### src/sv/cfae_pkg.sv
`timescale 1ns / 1ps

package cfae_pkg;

    // ascii codes of the fixed characters
    localparam logic [7:0] CHAR_CR      = 8'h0D;
    localparam logic [7:0] CHAR_EXT_DAT = 8'h54;  // 'T'
    localparam logic [7:0] CHAR_EXT_RMT = 8'h52;  // 'R'
    localparam logic [7:0] CHAR_STD_DAT = 8'h74;  // 't'
    localparam logic [7:0] CHAR_STD_RMT = 8'h72;  // 'r'
    localparam logic [7:0] CHAR_ERR     = 8'h45;  // 'E'

    localparam logic [3:0] NIBBLE_MASK  = 4'hF;
    localparam logic [3:0] MAX_BYTES    = 4'd8;

    // register indexes of the configuration port
    localparam logic CFG_TIMESTAMP_EN = 1'b0;
    localparam logic CFG_ERROR_EN     = 1'b1;

    // character source picked by the controller
    typedef enum logic [2:0] {
        SEL_HEAD,
        SEL_ID,
        SEL_DLC,
        SEL_DATA,
        SEL_TIME,
        SEL_CR
    } cfae_sel_t;

    typedef struct packed {
        logic      load;
        logic      emit;
        cfae_sel_t sel;
        logic [3:0] idx;
    } cfae_cmd_t;

    typedef struct packed {
        logic       kind;
        logic       ext;
        logic       rtr;
        logic       ts_en;
        logic       err_en;
        logic [3:0] byte_count;
        logic       slot_free;
    } cfae_sts_t;

    function automatic logic [7:0] hex_char(input logic [3:0] nib);
        logic [7:0] c;
        if (nib < 4'd10)
        begin
            c = 8'h30 + {4'd0, nib};
        end
        else
        begin
            c = 8'h37 + {4'd0, nib};
        end
        return c;
    endfunction

endpackage

### src/sv/cfae_datapath.sv
`timescale 1ns / 1ps

module cfae_datapath
    import cfae_pkg::*;
(
    input  logic        clk,
    input  logic        rst_n,
    input  cfae_cmd_t   cmd,
    output cfae_sts_t   sts,
    input  logic        kind,
    input  logic        extended_id,
    input  logic        remote_request,
    input  logic [28:0] identifier,
    input  logic [3:0]  length_code,
    input  logic [63:0] payload,
    input  logic [15:0] time_value,
    input  logic [7:0]  error_code,
    input  logic        cfg_valid,
    input  logic        cfg_index,
    input  logic        cfg_data,
    output logic        out_valid,
    input  logic        out_stall,
    output logic [7:0]  character,
    output logic        last
);

    logic        kind_reg;
    logic        ext_reg;
    logic        rtr_reg;
    logic [28:0] id_reg;
    logic [3:0]  dlc_reg;
    logic [63:0] data_reg;
    logic [15:0] time_reg;
    logic [7:0]  err_reg;

    logic        ts_en_reg;
    logic        err_en_reg;

    logic        valid_reg;
    logic        valid_next;
    logic [7:0]  char_reg;
    logic        last_reg;

    logic [31:0] id_ext_shift;
    logic [11:0] id_std_shift;
    logic [63:0] data_shift;
    logic [15:0] time_shift;
    logic [7:0]  err_shift;
    logic [3:0]  nib;
    logic [7:0]  char_next;

    // item capture
    always_ff @(posedge clk)
    begin
        if (cmd.load)
        begin
            kind_reg <= kind;
            ext_reg  <= extended_id;
            rtr_reg  <= remote_request;
            id_reg   <= identifier;
            dlc_reg  <= length_code;
            data_reg <= payload;
            time_reg <= time_value;
            err_reg  <= error_code;
        end
    end

    always_ff @(posedge clk or negedge rst_n)
    begin
        if (!rst_n)
        begin
            ts_en_reg  <= 1'b0;
            err_en_reg <= 1'b0;
        end
        else if (cfg_valid)
        begin
            if (cfg_index == CFG_TIMESTAMP_EN)
            begin
                ts_en_reg <= cfg_data;
            end
            if (cfg_index == CFG_ERROR_EN)
            begin
                err_en_reg <= cfg_data;
            end
        end
    end

    // nibble pick, index counts digit positions from the low end, except data: low byte first, high nibble first
    always_comb
    begin
        id_ext_shift = {3'd0, id_reg} >> {cmd.idx[2:0], 2'b00};
        id_std_shift = {1'b0, id_reg[10:0]} >> {cmd.idx[1:0], 2'b00};
        data_shift   = data_reg >> {cmd.idx[3:1], ~cmd.idx[0], 2'b00};
        time_shift   = time_reg >> {cmd.idx[1:0], 2'b00};
        err_shift    = err_reg >> {cmd.idx[0], 2'b00};
        nib          = 4'd0;
        char_next    = CHAR_CR;
        case (cmd.sel)
            SEL_HEAD:
            begin
                if (kind_reg)
                    char_next = CHAR_ERR;
                else if (ext_reg)
                    char_next = rtr_reg ? CHAR_EXT_RMT : CHAR_EXT_DAT;
                else
                    char_next = rtr_reg ? CHAR_STD_RMT : CHAR_STD_DAT;
            end
            SEL_ID:
            begin
                if (kind_reg)
                    nib = err_shift[3:0];
                else if (ext_reg)
                    nib = id_ext_shift[3:0];
                else
                    nib = id_std_shift[3:0];
                char_next = hex_char(nib & NIBBLE_MASK);
            end
            SEL_DLC:
            begin
                char_next = hex_char(dlc_reg);
            end
            SEL_DATA:
            begin
                char_next = hex_char(data_shift[3:0]);
            end
            SEL_TIME:
            begin
                char_next = hex_char(time_shift[3:0]);
            end
            SEL_CR:
            begin
                char_next = CHAR_CR;
            end
            default:
            begin
                char_next = CHAR_CR;
            end
        endcase
    end

    // output register
    always_comb
    begin
        valid_next = valid_reg;
        if (cmd.emit)
            valid_next = 1'b1;
        else if (!out_stall)
            valid_next = 1'b0;
    end

    always_ff @(posedge clk or negedge rst_n)
    begin
        if (!rst_n)
        begin
            valid_reg <= 1'b0;
        end
        else
        begin
            valid_reg <= valid_next;
        end
    end

    always_ff @(posedge clk)
    begin
        if (cmd.emit)
        begin
            char_reg <= char_next;
            last_reg <= (cmd.sel == SEL_CR);
        end
    end

    always_comb
    begin
        sts.kind       = kind_reg;
        sts.ext        = ext_reg;
        sts.rtr        = rtr_reg;
        sts.ts_en      = ts_en_reg;
        sts.err_en     = err_en_reg;
        sts.byte_count = (dlc_reg > MAX_BYTES) ? MAX_BYTES : dlc_reg;
        sts.slot_free  = !valid_reg || !out_stall;
    end

    assign out_valid = valid_reg;
    assign character = char_reg;
    assign last      = last_reg;

endmodule

### src/sv/cfae_ctrl.sv
`timescale 1ns / 1ps

module cfae_ctrl
    import cfae_pkg::*;
(
    input  logic      clk,
    input  logic      rst_n,
    input  logic      in_valid,
    output logic      in_stall,
    input  cfae_sts_t sts,
    output cfae_cmd_t cmd
);

    typedef enum logic [2:0] {
        ST_IDLE,
        ST_HEAD,
        ST_ID,
        ST_DLC,
        ST_DATA,
        ST_TIME,
        ST_CR
    } state_t;

    state_t     state_reg;
    state_t     state_next;
    logic [3:0] cnt_reg;
    logic [3:0] cnt_next;
    state_t     tail_state;
    logic [3:0] tail_cnt;
    logic [4:0] data_digits;
    logic [3:0] last_data;

    always_comb
    begin
        tail_state  = sts.ts_en ? ST_TIME : ST_CR;
        tail_cnt    = sts.ts_en ? 4'd3 : 4'd0;
        data_digits = {sts.byte_count, 1'b0} - 5'd1;
        last_data   = data_digits[3:0];

        state_next = state_reg;
        cnt_next   = cnt_reg;
        cmd.load   = 1'b0;
        cmd.emit   = 1'b0;
        cmd.sel    = SEL_CR;
        cmd.idx    = cnt_reg;

        case (state_reg)
            ST_IDLE:
            begin
                if (in_valid)
                begin
                    cmd.load   = 1'b1;
                    state_next = ST_HEAD;
                end
            end
            ST_HEAD:
            begin
                cmd.sel = SEL_HEAD;
                if (sts.kind && !sts.err_en)
                begin
                    // error line suppressed
                    state_next = ST_IDLE;
                end
                else if (sts.slot_free)
                begin
                    cmd.emit   = 1'b1;
                    state_next = ST_ID;
                    if (sts.kind)
                        cnt_next = 4'd1;
                    else if (sts.ext)
                        cnt_next = 4'd7;
                    else
                        cnt_next = 4'd2;
                end
            end
            ST_ID:
            begin
                cmd.sel = SEL_ID;
                if (sts.slot_free)
                begin
                    cmd.emit = 1'b1;
                    if (cnt_reg == 4'd0)
                    begin
                        state_next = sts.kind ? tail_state : ST_DLC;
                        cnt_next   = sts.kind ? tail_cnt : 4'd0;
                    end
                    else
                    begin
                        cnt_next = cnt_reg - 4'd1;
                    end
                end
            end
            ST_DLC:
            begin
                cmd.sel = SEL_DLC;
                if (sts.slot_free)
                begin
                    cmd.emit = 1'b1;
                    if (sts.rtr || sts.byte_count == 4'd0)
                    begin
                        state_next = tail_state;
                        cnt_next   = tail_cnt;
                    end
                    else
                    begin
                        state_next = ST_DATA;
                        cnt_next   = 4'd0;
                    end
                end
            end
            ST_DATA:
            begin
                cmd.sel = SEL_DATA;
                if (sts.slot_free)
                begin
                    cmd.emit = 1'b1;
                    if (cnt_reg == last_data)
                    begin
                        state_next = tail_state;
                        cnt_next   = tail_cnt;
                    end
                    else
                    begin
                        cnt_next = cnt_reg + 4'd1;
                    end
                end
            end
            ST_TIME:
            begin
                cmd.sel = SEL_TIME;
                if (sts.slot_free)
                begin
                    cmd.emit = 1'b1;
                    if (cnt_reg == 4'd0)
                        state_next = ST_CR;
                    else
                        cnt_next = cnt_reg - 4'd1;
                end
            end
            ST_CR:
            begin
                cmd.sel = SEL_CR;
                if (sts.slot_free)
                begin
                    cmd.emit   = 1'b1;
                    state_next = ST_IDLE;
                end
            end
            default:
            begin
                state_next = ST_IDLE;
            end
        endcase
    end

    always_ff @(posedge clk or negedge rst_n)
    begin
        if (!rst_n)
        begin
            state_reg <= ST_IDLE;
            cnt_reg   <= 4'd0;
        end
        else
        begin
            state_reg <= state_next;
            cnt_reg   <= cnt_next;
        end
    end

    assign in_stall = (state_reg != ST_IDLE);

    a_load_idle: assert property (@(posedge clk) disable iff (!rst_n)
        cmd.load |-> state_reg == ST_IDLE)
        else $error("item captured while a line is in progress");

    a_emit_free: assert property (@(posedge clk) disable iff (!rst_n)
        cmd.emit |-> sts.slot_free)
        else $error("character issued into a full output register");

    a_data_frame: assert property (@(posedge clk) disable iff (!rst_n)
        state_reg == ST_DATA |-> (!sts.rtr && !sts.kind && sts.byte_count != 4'd0))
        else $error("data digits for a line that carries none");

    a_cr_ends: assert property (@(posedge clk) disable iff (!rst_n)
        (cmd.emit && cmd.sel == SEL_CR) |=> state_reg == ST_IDLE)
        else $error("line continues after carriage return");

endmodule

### src/sv/can_frame_ascii_encoder_top.sv
`timescale 1ns / 1ps

// channel | handshake            | beat contents
// --------+----------------------+----------------------------------------------
// in      | in_valid / in_stall  | kind, extended_id, remote_request, identifier,
//         |                      | length_code, payload, time_value, error_code
// out     | out_valid / out_stall| character, last (set on the carriage return)
// cfg     | cfg_valid / cfg_ready| cfg_index (0 timestamp, 1 error report),
//         |                      | cfg_data
//
// one character leaves per cycle while out_stall is low; an item is
// captured, then the controller walks the line one digit at a time
// a suppressed error beat is captured but gives no output
// in_stall stays high from capture until the last character is registered
// reset (rst_n, asynchronous) clears both configuration bits and the fsm

module can_frame_ascii_encoder_top
    import cfae_pkg::*;
(
    input  logic        clk,
    input  logic        rst_n,
    input  logic        in_valid,
    output logic        in_stall,
    input  logic        kind,
    input  logic        extended_id,
    input  logic        remote_request,
    input  logic [28:0] identifier,
    input  logic [3:0]  length_code,
    input  logic [63:0] payload,
    input  logic [15:0] time_value,
    input  logic [7:0]  error_code,
    output logic        out_valid,
    input  logic        out_stall,
    output logic [7:0]  character,
    output logic        last,
    input  logic        cfg_valid,
    output logic        cfg_ready,
    input  logic        cfg_index,
    input  logic        cfg_data
);

    cfae_cmd_t cmd;
    cfae_sts_t sts;

    // configuration writes are always taken
    assign cfg_ready = 1'b1;

    // sequencer: walks header, id, dlc, data, timestamp and end of line
    cfae_ctrl u_ctrl (
        .clk      (clk),
        .rst_n    (rst_n),
        .in_valid (in_valid),
        .in_stall (in_stall),
        .sts      (sts),
        .cmd      (cmd)
    );

    // item and config registers, hex digit pick, output register
    cfae_datapath u_datapath (
        .clk            (clk),
        .rst_n          (rst_n),
        .cmd            (cmd),
        .sts            (sts),
        .kind           (kind),
        .extended_id    (extended_id),
        .remote_request (remote_request),
        .identifier     (identifier),
        .length_code    (length_code),
        .payload        (payload),
        .time_value     (time_value),
        .error_code     (error_code),
        .cfg_valid      (cfg_valid),
        .cfg_index      (cfg_index),
        .cfg_data       (cfg_data),
        .out_valid      (out_valid),
        .out_stall      (out_stall),
        .character      (character),
        .last           (last)
    );

endmodule

### config.mk
export PLATFORM = sky130hd
export DESIGN_NAME = can_frame_ascii_encoder_top
export DESIGN_NICKNAME = d
export VERILOG_FILES = /design/src/sv/cfae_pkg.sv /design/src/sv/cfae_datapath.sv /design/src/sv/cfae_ctrl.sv /design/src/sv/can_frame_ascii_encoder_top.sv
export SDC_FILE = /design/constraint.sdc
export NUM_CORES = 1
export LEC_CHECK = 0
export BUFFER_PORTS_ARGS = -buffer_cell sky130_fd_sc_hd__buf_2
export CORE_UTILIZATION = 35
export DETAILED_ROUTE_END_ITERATION = 16
export SYNTH_ARGS = -nofsm -noshare
export SYNTH_HDL_FRONTEND = slang
export SYNTH_SLANG_ARGS = --single-unit
### constraint.sdc
create_clock -name clk -period 6.1 [get_ports clk]
set_input_delay 0.61 -clock clk [delete_from_list [all_inputs] [get_ports clk]]
set_output_delay 0.61 -clock clk [all_outputs]
set_load 0.01 [all_outputs]
; After elaboration in Yosys (flattened, before gate mapping)
; Index checks and enable logic that the tools add are counted.
[word_totals]
reg_bits = 143
latchBits = 0
ram_bits = 0
mem_bits_ro = 0
in_bits = 131
output_inout_bits = 12
word_cells = 130
mem_count = 0
[classes]
add_sub_neg = 11
n_mul = 0
div_mod_pow = 0
magnitude_cmp = 5
n_eq_ne = 26
n_shift = 5
mux = 50
n_bitwise = 2
n_reduce_logical = 16
[op_table]
columns = op, n
row1 = $mux W4, 16
row2 = $shr A64 B6 Y4, 1
row3 = $add A6 B4 Y7 const A, 8
row4 = $mux W3, 16
row5 = $mux W8, 6
row6 = $pmux W8 S5, 1
row7 = $shr A29 B5 Y4, 1
row8 = $pmux W4 S6, 1
row9 = $pmux W3 S7, 1
row10 = $pmux W4 S5, 1
row11 = $ne A2 B2 Y1 const B, 9
row12 = $lt A4 B4 Y1 const B, 4
row13 = $shr A16 B4 Y4, 1
row14 = $eq A3 B3 Y1 const B, 5
row15 = $eq A3 B2 Y1 const B, 4
row16 = $shr A11 B4 Y4, 1
row17 = $reduce_and A10 Y1, 1
row18 = $logic_not A4 Y1, 2
row19 = $ne A2 B1 Y1 const B, 4
row20 = $reduce_and A8 Y1, 1
row21 = $shr A8 B3 Y4, 1
row22 = $sub A4 B1 Y4 const B, 2
row23 = $eq A3 B1 Y1 const B, 2
row24 = $logic_not A3 Y1, 2
row25 = other kinds (13), 24

; Logic depth before layout (Yosys ltp)
; Gate-level depths: netlist of run 1.
[depth]
depth_word = 10
ltp_mapped = 14
mapped_depth_nobuf = 12

; Cells and area by module
; From an unflattened synthesis of run 1, not the netlist that was laid out.
[unflattened]
hier_cells = 463
hier_area_um2 = 6749.0
[modules_own_cells]
columns = module, n_inst, cells_each, area_each_um2, seq_area_each_um2
row1 = cfae_datapath, 1, 348, 5850.6, 4038.9
row2 = cfae_ctrl, 1, 113, 887.1, 175.2
row3 = can_frame_ascii_encoder_top, 1, 2, 11.3, 0.0

; Worst setup path after synthesis of run 1
; Ideal clock, no wire load.
[synth_timing]
path_type = flip-flop to flip-flop
startpoint = register u_ctrl.state_reg[0]
endpoint = register u_datapath.data_reg[0] (enable)
setup_ps = 497
arrival_ps = 3842
t_required_ps = 5603
path_slack_ps = 1760
stages_incl_launch_ff = 5
n_path_buf = 2
period_less_slack_ps = 4340
cell_sequence = dfrtp_1 -> clkbuf_1 -> clkbuf_1 -> nor3_1 -> and2_1
[synth_lines]
columns = element, line
row1 = start: declaration, cfae_ctrl.sv:24  ; state_t state_reg;
row2 = start signal: assignment, cfae_ctrl.sv:165  ; state_reg <= state_next;
row3 = end signal: assignment, cfae_datapath.sv:62  ; data_reg <= payload;
row4 = end: declaration, cfae_datapath.sv:32  ; logic [63:0] data_reg;

; Final worst setup path of run 1
[layout_timing]
startpoint = register u_ctrl.cnt_reg[0]
endpoint = register u_datapath.char_reg[6] (netlist: u_datapath.character[6]) (data pin)
[layout_between]
elab_chain_cells = 7
elab_cells_between_ends = 22
classes_between = add/sub: 6 / order compare: 3 / shift: 5 / mux: 7 / bitwise: 1
[layout_lines]
columns = element, line
row1 = start: declaration, cfae_ctrl.sv:26  ; logic [3:0] cnt_reg;
row2 = start signal: assignment, cfae_ctrl.sv:166  ; cnt_reg <= cnt_next;
row3 = $shr A29 B5 Y4 or $shr A11 B4 Y4 (tied branches), "cfae_datapath.sv:91, cfae_datapath.sv:92"
row4 = $mux W4, cfae_datapath.sv:112  ; else if (ext_reg)
row5 = $mux W4, cfae_datapath.sv:110  ; if (kind_reg)
row6 = $mux W4, cfae_datapath.sv:98  ; case (cmd.sel)
row7 = $add A6 B4 Y7 (tied with other cells), cfae_pkg.sv:55  ; c = 8'h37 + {4'd0, nib};
row8 = $mux W8, cfae_pkg.sv:49  ; if (nib < 4'd10)
row9 = $pmux W8 S5 (*), cfae_datapath.sv:98
row10 = named net u_datapath.char_next[6], cfae_datapath.sv:50  ; logic [7:0] char_next;
row11 = end signal: assignment, cfae_datapath.sv:167  ; char_reg <= char_next;
row12 = end: declaration, cfae_datapath.sv:41  ; logic [7:0] char_reg;
; Mark *: on every way through the listed nets, which the timed path passes. The rest lies on a longest branch. The select of a mux whose other input is x is not followed.
; A chain may end at the register's enable or synchronous reset.

==> key figures, run 1 <==
Status
  • Outcome: complete, no violations

Routing
  • Routed Antenna Nets: 0
  • Vias after detailed routing: 4298
  • Post-Route WL: 14.9 mm
  • Final routed wire length divided by cell count: 17.7 um
  • First DRT Iteration DRCs: 302
  • Post-route DRC violation count: 0
  • First-pass DRT Iterations: 13
  • DR vias/cell: 5.11

Floorplan
  • Die X-Extent: 139 um
  • Starting Density: 0.362
  • Die area: 19300 sq um
  • Count of standard-cell rows: 49
  • Boundary pin count: 143
  • Die Y-Extent: 139 um
  • Core box area: 18100 sq um

Timing
  • Fmax: 316 MHz
  • Clock Skews: 0.00681 ns
  • Time the final worst path needs with I/O delays and setup: 3.16 ns
  • Final cycle utilization of the critical path: 0.518
  • Number of setup violations in the final report: 0
  • Measured slew at the worst slew-check pin: 0.974 ns
  • Unrepaired setup endpoints after global routing: no
  • Worst-case hold slack: 0.0578 ns
  • Setup TNS after final layout: 0 ns
  • Relative max-transition margin: 0.351
  • Final count of pins violating max slew: 0
  • Final Hold Viols: 0

Power and ir drop
  • Leakage dissipation: 3.00 nW
  • Power density relative to cell area: 470 nW/um^2
  • Switching fraction of total power: 0.361
  • Sum of internal, switching and leakage power: 3.75 mW
  • Internal cell power: 2.40 mW
  • Part of the power in registers: 0.389
  • Clock power share: 0.269
  • Largest voltage drop on the vdd net: 236 uV
  • Part of the power in combinational logic: 0.342
  • Switching power: 1.35 mW

Synthesis
  • Synth top area cells: edfxtp_1 (60%), mux4_2 (5.5%), dfrtp_1 (3.8%)
  • Top-count cell post-synth: edfxtp_1
  • Share of synthesized area occupied by flip-flops and latches: 0.642
  • Net count after synthesis: 601
  • Number of flops mapped to enable cells by yosys: 132
  • Share of async-settable or async-resettable flops after synthesis: 0.0704
  • Most used flip-flop cell after synthesis: edfxtp_1
  • Warning count from the yosys run: 0
  • Count of state elements after synthesis: 142
  • Synth area leader: edfxtp_1
  • Number of distinct library cell variants in the gate-level netlist after synthesis: 63
  • Area share of the leading cell type in the synthesized netlist: 0.604
  • Mapped Cells: 462
  • Area of the mapped netlist: 6560 sq um
  • Average cell area after synthesis: 14.2 sq um
  • Top cells by count, synth: edfxtp_1 (132), nand2_1 (47), nor2_1 (25)

Setup path
  • Crit start category: flop
  • Kind of critical path: reg -> reg
  • Maximum fanout encountered on the critical timing path: 24
  • Capturing element type of the critical path: flop
  • Worst EP arrival: 3.30 ns
  • Worst R2R Path Depth: 9
  • Worst r2r dst: u_datapath.character[6]$_DFFE_PP_
  • Number of buffers and inverters on the critical path: 2
  • Standard cell with the maximum stage delay on the critical path: dfrtp_2
  • Required time at the endpoint of the critical path: 6.24 ns
  • Startpoint of the most critical register-to-register path: u_ctrl.cnt_reg[0]$_DFFE_PN0P_
  • Kind of cell with the highest combined delay on the critical path: compound AO/OA/AOI/OAI gates
  • Critical path, cell by cell: buf_4, mux4_2, a22oi_2, nand2_2, inv_1, ha_1, a21oi_1, o21ai_0, o221ai_1
  • CP max stage delay: 0.66 ns
  • Setup slack of the most critical reg-to-reg path: 2.94 ns

Layout
  • Relative area change from synthesis to final layout: 21.6%
  • Max reg flops: 64
  • Fill count: 1697
  • Layout Utilization: 0.440
  • Sequential cell area in the final layout: 4220 sq um
  • Total number of nets in the final design: 737
  • Share of post-route cells with drive strength above 1: 0.352
  • Area occupied by multi-input gates: 2130 sq um
  • Layout Cell Area excl Fill: 7980 sq um

Global route
  • Maximum number of pins on one net before global-route repair: 64
  • Global route overflow: 0
  • Number of global-route vias before repair: 4487
  • GR Util All Layers: 0.161
  • Antenna violations before repair: 1
  • Global-route wire length before repair: 23.5 mm

CTS
  • # hold bufs at CTS: 0
  • Clock Tree Buf Depth: 2
  • Post-CTS Resized: 0
  • # clock sinks: 142
  • Post-CTS setup buffer count: 0
  • Clock tree root driver cell: clkbuf_16
  • Clock transition at path regs: 0.06 ns
  • Cts bufs inserted: 17
  • Later-pin clock latency in the skew report: 0.42 ns
  • CTS H-tree depth: 4
  • Clock tree from TritonCTS: done

Place
  • Count of buffers inserted at the top-level ports: 140
  • Half-perimeter wire length after placement: 10.7 mm
  • Gpl congestion: 0.866
  • Area after DPL: 7400 sq um

Worst hold path
  • Worst min-delay path category: in -> async

Job
  • Maximum capacitance violations: 0
power groups by stage:
| stage | sequential, mW | clock [mW] | combinational [mW] |
|---|---|---|---|
| 2_1_floorplan | 1.37 | 0 | 1.09 |
| 3_3_place_gp | 1.47 | 0 | 1.26 |
| 3_5_place_dp | 1.48 | 0 | 1.29 |
| 4_1_cts | 1.46 | 1.03 | 1.29 |
| 5_1_grt | 1.48 | 1.07 | 1.43 |
| 6_report | 1.46 | 1.01 | 1.28 |
placed cells by master (no fill, tap or decap), types with 6 or more instances in the layout:
cell type,Yosys,final
buf_2,2,140
edfxtp_1,132,132
nand2_1,47,47
nor2_1,25,25
a21oi_1,23,23
o21ai_0,20,20
clkbuf_16,0,17
mux4_2,16,16
mux2i_1,14,14
inv_1,11,11
dfrtp_1,10,9
nand3_1,8,8
ha_1,8,8
nor2b_1,7,7
nor3_1,7,7
nand2b_1,6,6
area by class of cell:
cell class                      instances  area share
Inverter                               12     0.00564
Tap cell                              229      0.0359
Clock buffer                           17      0.0533
Timing Repair Buffer                  143      0.0906
Antenna cell                            1    0.000314
Sequential cell                       142       0.528
Clock inverter                         15      0.0194
Multi-Input combinational cell        282       0.267
worst max-delay path by stage:
stage / startpoint / endpoint / slack [ns] / depth (start not counted)
after floorplan: u_ctrl.state_reg[0]$_DFFE_PN0P_ / u_datapath.data_reg[0]$_DFFE_PP_ / 1.76 / 4
after global placement: u_ctrl.cnt_reg[0]$_DFFE_PN0P_ / u_datapath.character[6]$_DFFE_PP_ / 3.04 / 9
after detailed placement: u_ctrl.cnt_reg[0]$_DFFE_PN0P_ / u_datapath.character[6]$_DFFE_PP_ / 2.92 / 9
after CTS: u_ctrl.cnt_reg[0]$_DFFE_PN0P_ / u_datapath.character[6]$_DFFE_PP_ / 2.90 / 9
after global routing: u_ctrl.cnt_reg[0]$_DFFE_PN0P_ / u_datapath.character[6]$_DFFE_PP_ / 2.67 / 9
final: u_ctrl.cnt_reg[0]$_DFFE_PN0P_ / u_datapath.character[6]$_DFFE_PP_ / 2.94 / 9
per-layer routing:
metal,share of wire,global-route usage,vias to the layer above
met2,0.49,0.264,155
li1,-,-,2055
met5,0,0,-
met1,0.45,0.204,2072
met3,0.054,0.0432,16
met4,0.011,0.0556,0
cells by family (layout without fill, tap and decap cells):
logic type               count (synthesis)  after routing  synth area share
AND/OR/NAND/NOR                        119            119            0.0854
adder cells (fa/ha/maj)                  8              8            0.0153
buffers and inverters                   38            187            0.0339
XOR/XNOR                                 8              8            0.0107
multiplexers                            43             43             0.102
flip-flops                             142            142             0.642
AO/OA/AOI/OAI                          102            102             0.109
other                                    2              3           0.00114
stage by stage:
| step | setup WS [ns] | std cells |
|---|---|---|
| detailed placement | 2.92 | 808 |
| global placement | 3.04 | 808 |
| finish | 2.94 | 841 |
| global route | 2.67 | 840 |
| floorplan | 1.76 | 462 |
| CTS | 2.90 | 840 |
Power figures use the tool's default switching activity.
==> run 2, diff against run 1 <==
- clock period: 6.1 -> 2.85 ns (I/O delays scaled with it)
==> run 2 against run 1 <==
- count of clock-buffer cells in the layout up 2
- largest power group is now combinational logic
- non-clock buffer count up 21
- fmax grew 16%
- clock skew increased by 0.0059 ns
- power is 120% higher
- sequential cell count is the same
- wire length increased by 2.4%
- hold slack worse by 0.020 ns
- sequential share of layout area shrank 1.2 points
- critical path depth is 2 lower
- core utilization grew 1.0 points
==> key figures, run 2 (synthesized netlist as in run 1, its figures left out) <==
Floorplan
  • Die X-Extent: 139 um
  • Count of standard-cell rows: 49
  • Core box area: 18100 sq um
  • Die Y-Extent: 139 um
  • Die area: 19300 sq um
  • Boundary pin count: 143
  • Starting Density: 0.362

Power and ir drop
  • Part of the power in registers: 0.357
  • Part of the power in combinational logic: 0.384
  • Clock power share: 0.259
  • Internal cell power: 5.30 mW
  • Largest voltage drop on the vdd net: 494 uV
  • Power density relative to cell area: 1010 nW/um^2
  • Switching power: 2.96 mW
  • Leakage dissipation: 3.11 nW
  • Switching fraction of total power: 0.359
  • Sum of internal, switching and leakage power: 8.26 mW

Layout
  • Number of diodes: 0
  • Leading cell type in the layout, fill and taps excluded: buf_2
  • Most used cells in the layout excluding fill and tap cells: buf_2 (140), edfxtp_1 (132), nand2_1 (47)
  • Layout Cell Area excl Fill: 8170 sq um
  • Fill count: 1641
  • Max reg flops: 64
  • Layout Utilization: 0.450
  • Non-Filler Instances: 861
  • Total number of nets in the final design: 758
  • Relative area change from synthesis to final layout: 24.5%
  • Share of post-route cells with drive strength above 1: 0.369

Setup path
  • Setup slack of the most critical reg-to-reg path: 0.13 ns
  • Number of buffers and inverters on the critical path: 0
  • Required time at the endpoint of the critical path: 3.01 ns
  • Kind of critical path: reg -> reg
  • Standard cell with the maximum stage delay on the critical path: dfrtp_1
  • Kind of cell with the highest combined delay on the critical path: simple AND/OR/NAND/NOR gates
  • Worst R2R Path Depth: 7
  • Maximum fanout encountered on the critical timing path: 7
  • Worst r2r dst: u_datapath.character[1]$_DFFE_PP_
  • Crit start category: flop
  • Capturing element type of the critical path: flop
  • Critical path, cell by cell: nor2b_1, a222oi_1, o31a_2, ha_1, nand2_1, and3_1, or4_1
  • Worst EP arrival: 2.88 ns
  • CP max stage delay: 0.47 ns
  • Startpoint of the most critical register-to-register path: u_ctrl.cnt_reg[1]$_DFFE_PN0P_

Routing
  • DR vias/cell: 5.13
  • Final routed wire length divided by cell count: 17.7 um
  • First-pass DRT Iterations: 11
  • Vias after detailed routing: 4415
  • Post-route DRC violation count: 0
  • First DRT Iteration DRCs: 333
  • Routed Antenna Nets: 0
  • Post-Route WL: 15.3 mm

Global route
  • Maximum number of pins on one net before global-route repair: 68
  • Global-route wire length before repair: 23.8 mm
  • Number of global-route vias before repair: 4432
  • Antenna violations before repair: 0
  • GR Util All Layers: 0.163
  • Global route overflow: 0

Place
  • Count of buffers inserted at the top-level ports: 140
  • Half-perimeter wire length after placement: 11.2 mm
  • Area after DPL: 7590 sq um
  • Gpl congestion: 0.911
  • Placed insts: 827
  • Worst setup slack before clock tree synthesis: 0.174 ns

Job
  • Maximum capacitance violations: 0

Timing
  • Worst-case hold slack: 0.0379 ns
  • Unrepaired setup endpoints after global routing: no
  • Final cycle utilization of the critical path: 0.955
  • Setup TNS after final layout: 0 ns
  • Worst Slack Setup Final: 0.130 ns
  • Time the final worst path needs with I/O delays and setup: 2.72 ns
  • Clock Skews: 0.0127 ns
  • Final count of pins violating max slew: 0
  • Relative max-transition margin: 0.485
  • Measured slew at the worst slew-check pin: 0.763 ns
  • Final Hold Viols: 0
  • Number of setup violations in the final report: 0
  • Fmax: 368 MHz

CTS
  • Later-pin clock latency in the skew report: 0.42 ns
  • Cts bufs inserted: 17
  • # clock sinks: 142
  • Clock transition at path regs: 0.07 ns
  • Clock Tree Buf Depth: 2
  • Clock tree root driver cell: clkbuf_16
  • Clock tree from TritonCTS: done
  • CTS H-tree depth: 4

Worst hold path
  • Worst min-delay path category: in -> reg
  • Worst Hold Endpoint: u_datapath.id_reg[12]$_DFFE_PP_
  • Cells on Worst Hold Path: 1
  • Start point of the worst hold path: identifier[12]

Status
  • Outcome: complete, no violations
run 2: area by class of cell:
class                           instances  area (sq um)  area share
Inverter                               12          45.0     0.00551
Clock buffer                           19           433      0.0530
Tap cell                              229           287      0.0351
Sequential cell                       142          4220       0.516
Multi-Input combinational cell        282          2130       0.260
Clock inverter                         13           129      0.0158
Timing Repair Buffer                  164           933       0.114
run 2: repair_timing:
item,in CTS,in global routing
setup endpoints to repair,0,1
hold buffers,1,0
buffers inserted,0,1
gates resized for setup,0,0
endpoints found under the hold margin,10,0
run 2: power groups by stage:
stage               clock, mW  combinational, mW  sequential [mW]
finish                   2.14               3.17             2.95
global route             2.28               3.47             2.98
CTS                      2.19               3.17             2.95
detailed placement          0               3.15             2.99
global placement            0               3.10             2.98
floorplan                   0               2.33             2.90
run 2: worst reg2reg max path, cell delays in order, from the launching register on:
cell	delay, ns
dfrtp_1	0.47
nor2b_1	0.41
a222oi_1	0.20
o31a_2	0.40
ha_1	0.31
nand2_1	0.06
and3_1	0.16
or4_1	0.45
run 2: layer usage:
layer | part of all wire | vias up | wire length, um | global-route usage
met1 | 0.45 | 2118 | 6840 | 0.218
met4 | 0.011 | 0 | 174 | 0.0544
li1 | - | 2102 | - | -
met3 | 0.062 | 9 | 942 | 0.0445
met2 | 0.48 | 186 | 7320 | 0.259
met5 | 0 | - | 0 | 0
run 2: worst max-delay path by stage:
stage,start,to,cells after the start
3_5_place_dp,u_ctrl.cnt_reg[1]$_DFFE_PN0P_,u_datapath.character[1]$_DFFE_PP_,7
4_1_cts,u_ctrl.cnt_reg[1]$_DFFE_PN0P_,u_datapath.character[1]$_DFFE_PP_,7
5_1_grt,u_datapath.dlc_reg[0]$_DFFE_PP_,u_ctrl.cnt_reg[1]$_DFFE_PN0P_,12
3_3_place_gp,u_ctrl.cnt_reg[1]$_DFFE_PN0P_,u_datapath.character[1]$_DFFE_PP_,8
2_1_floorplan,u_ctrl.cnt_reg[0]$_DFFE_PN0P_,u_datapath.character[1]$_DFFE_PP_,11
6_report,u_ctrl.cnt_reg[1]$_DFFE_PN0P_,u_datapath.character[1]$_DFFE_PP_,7
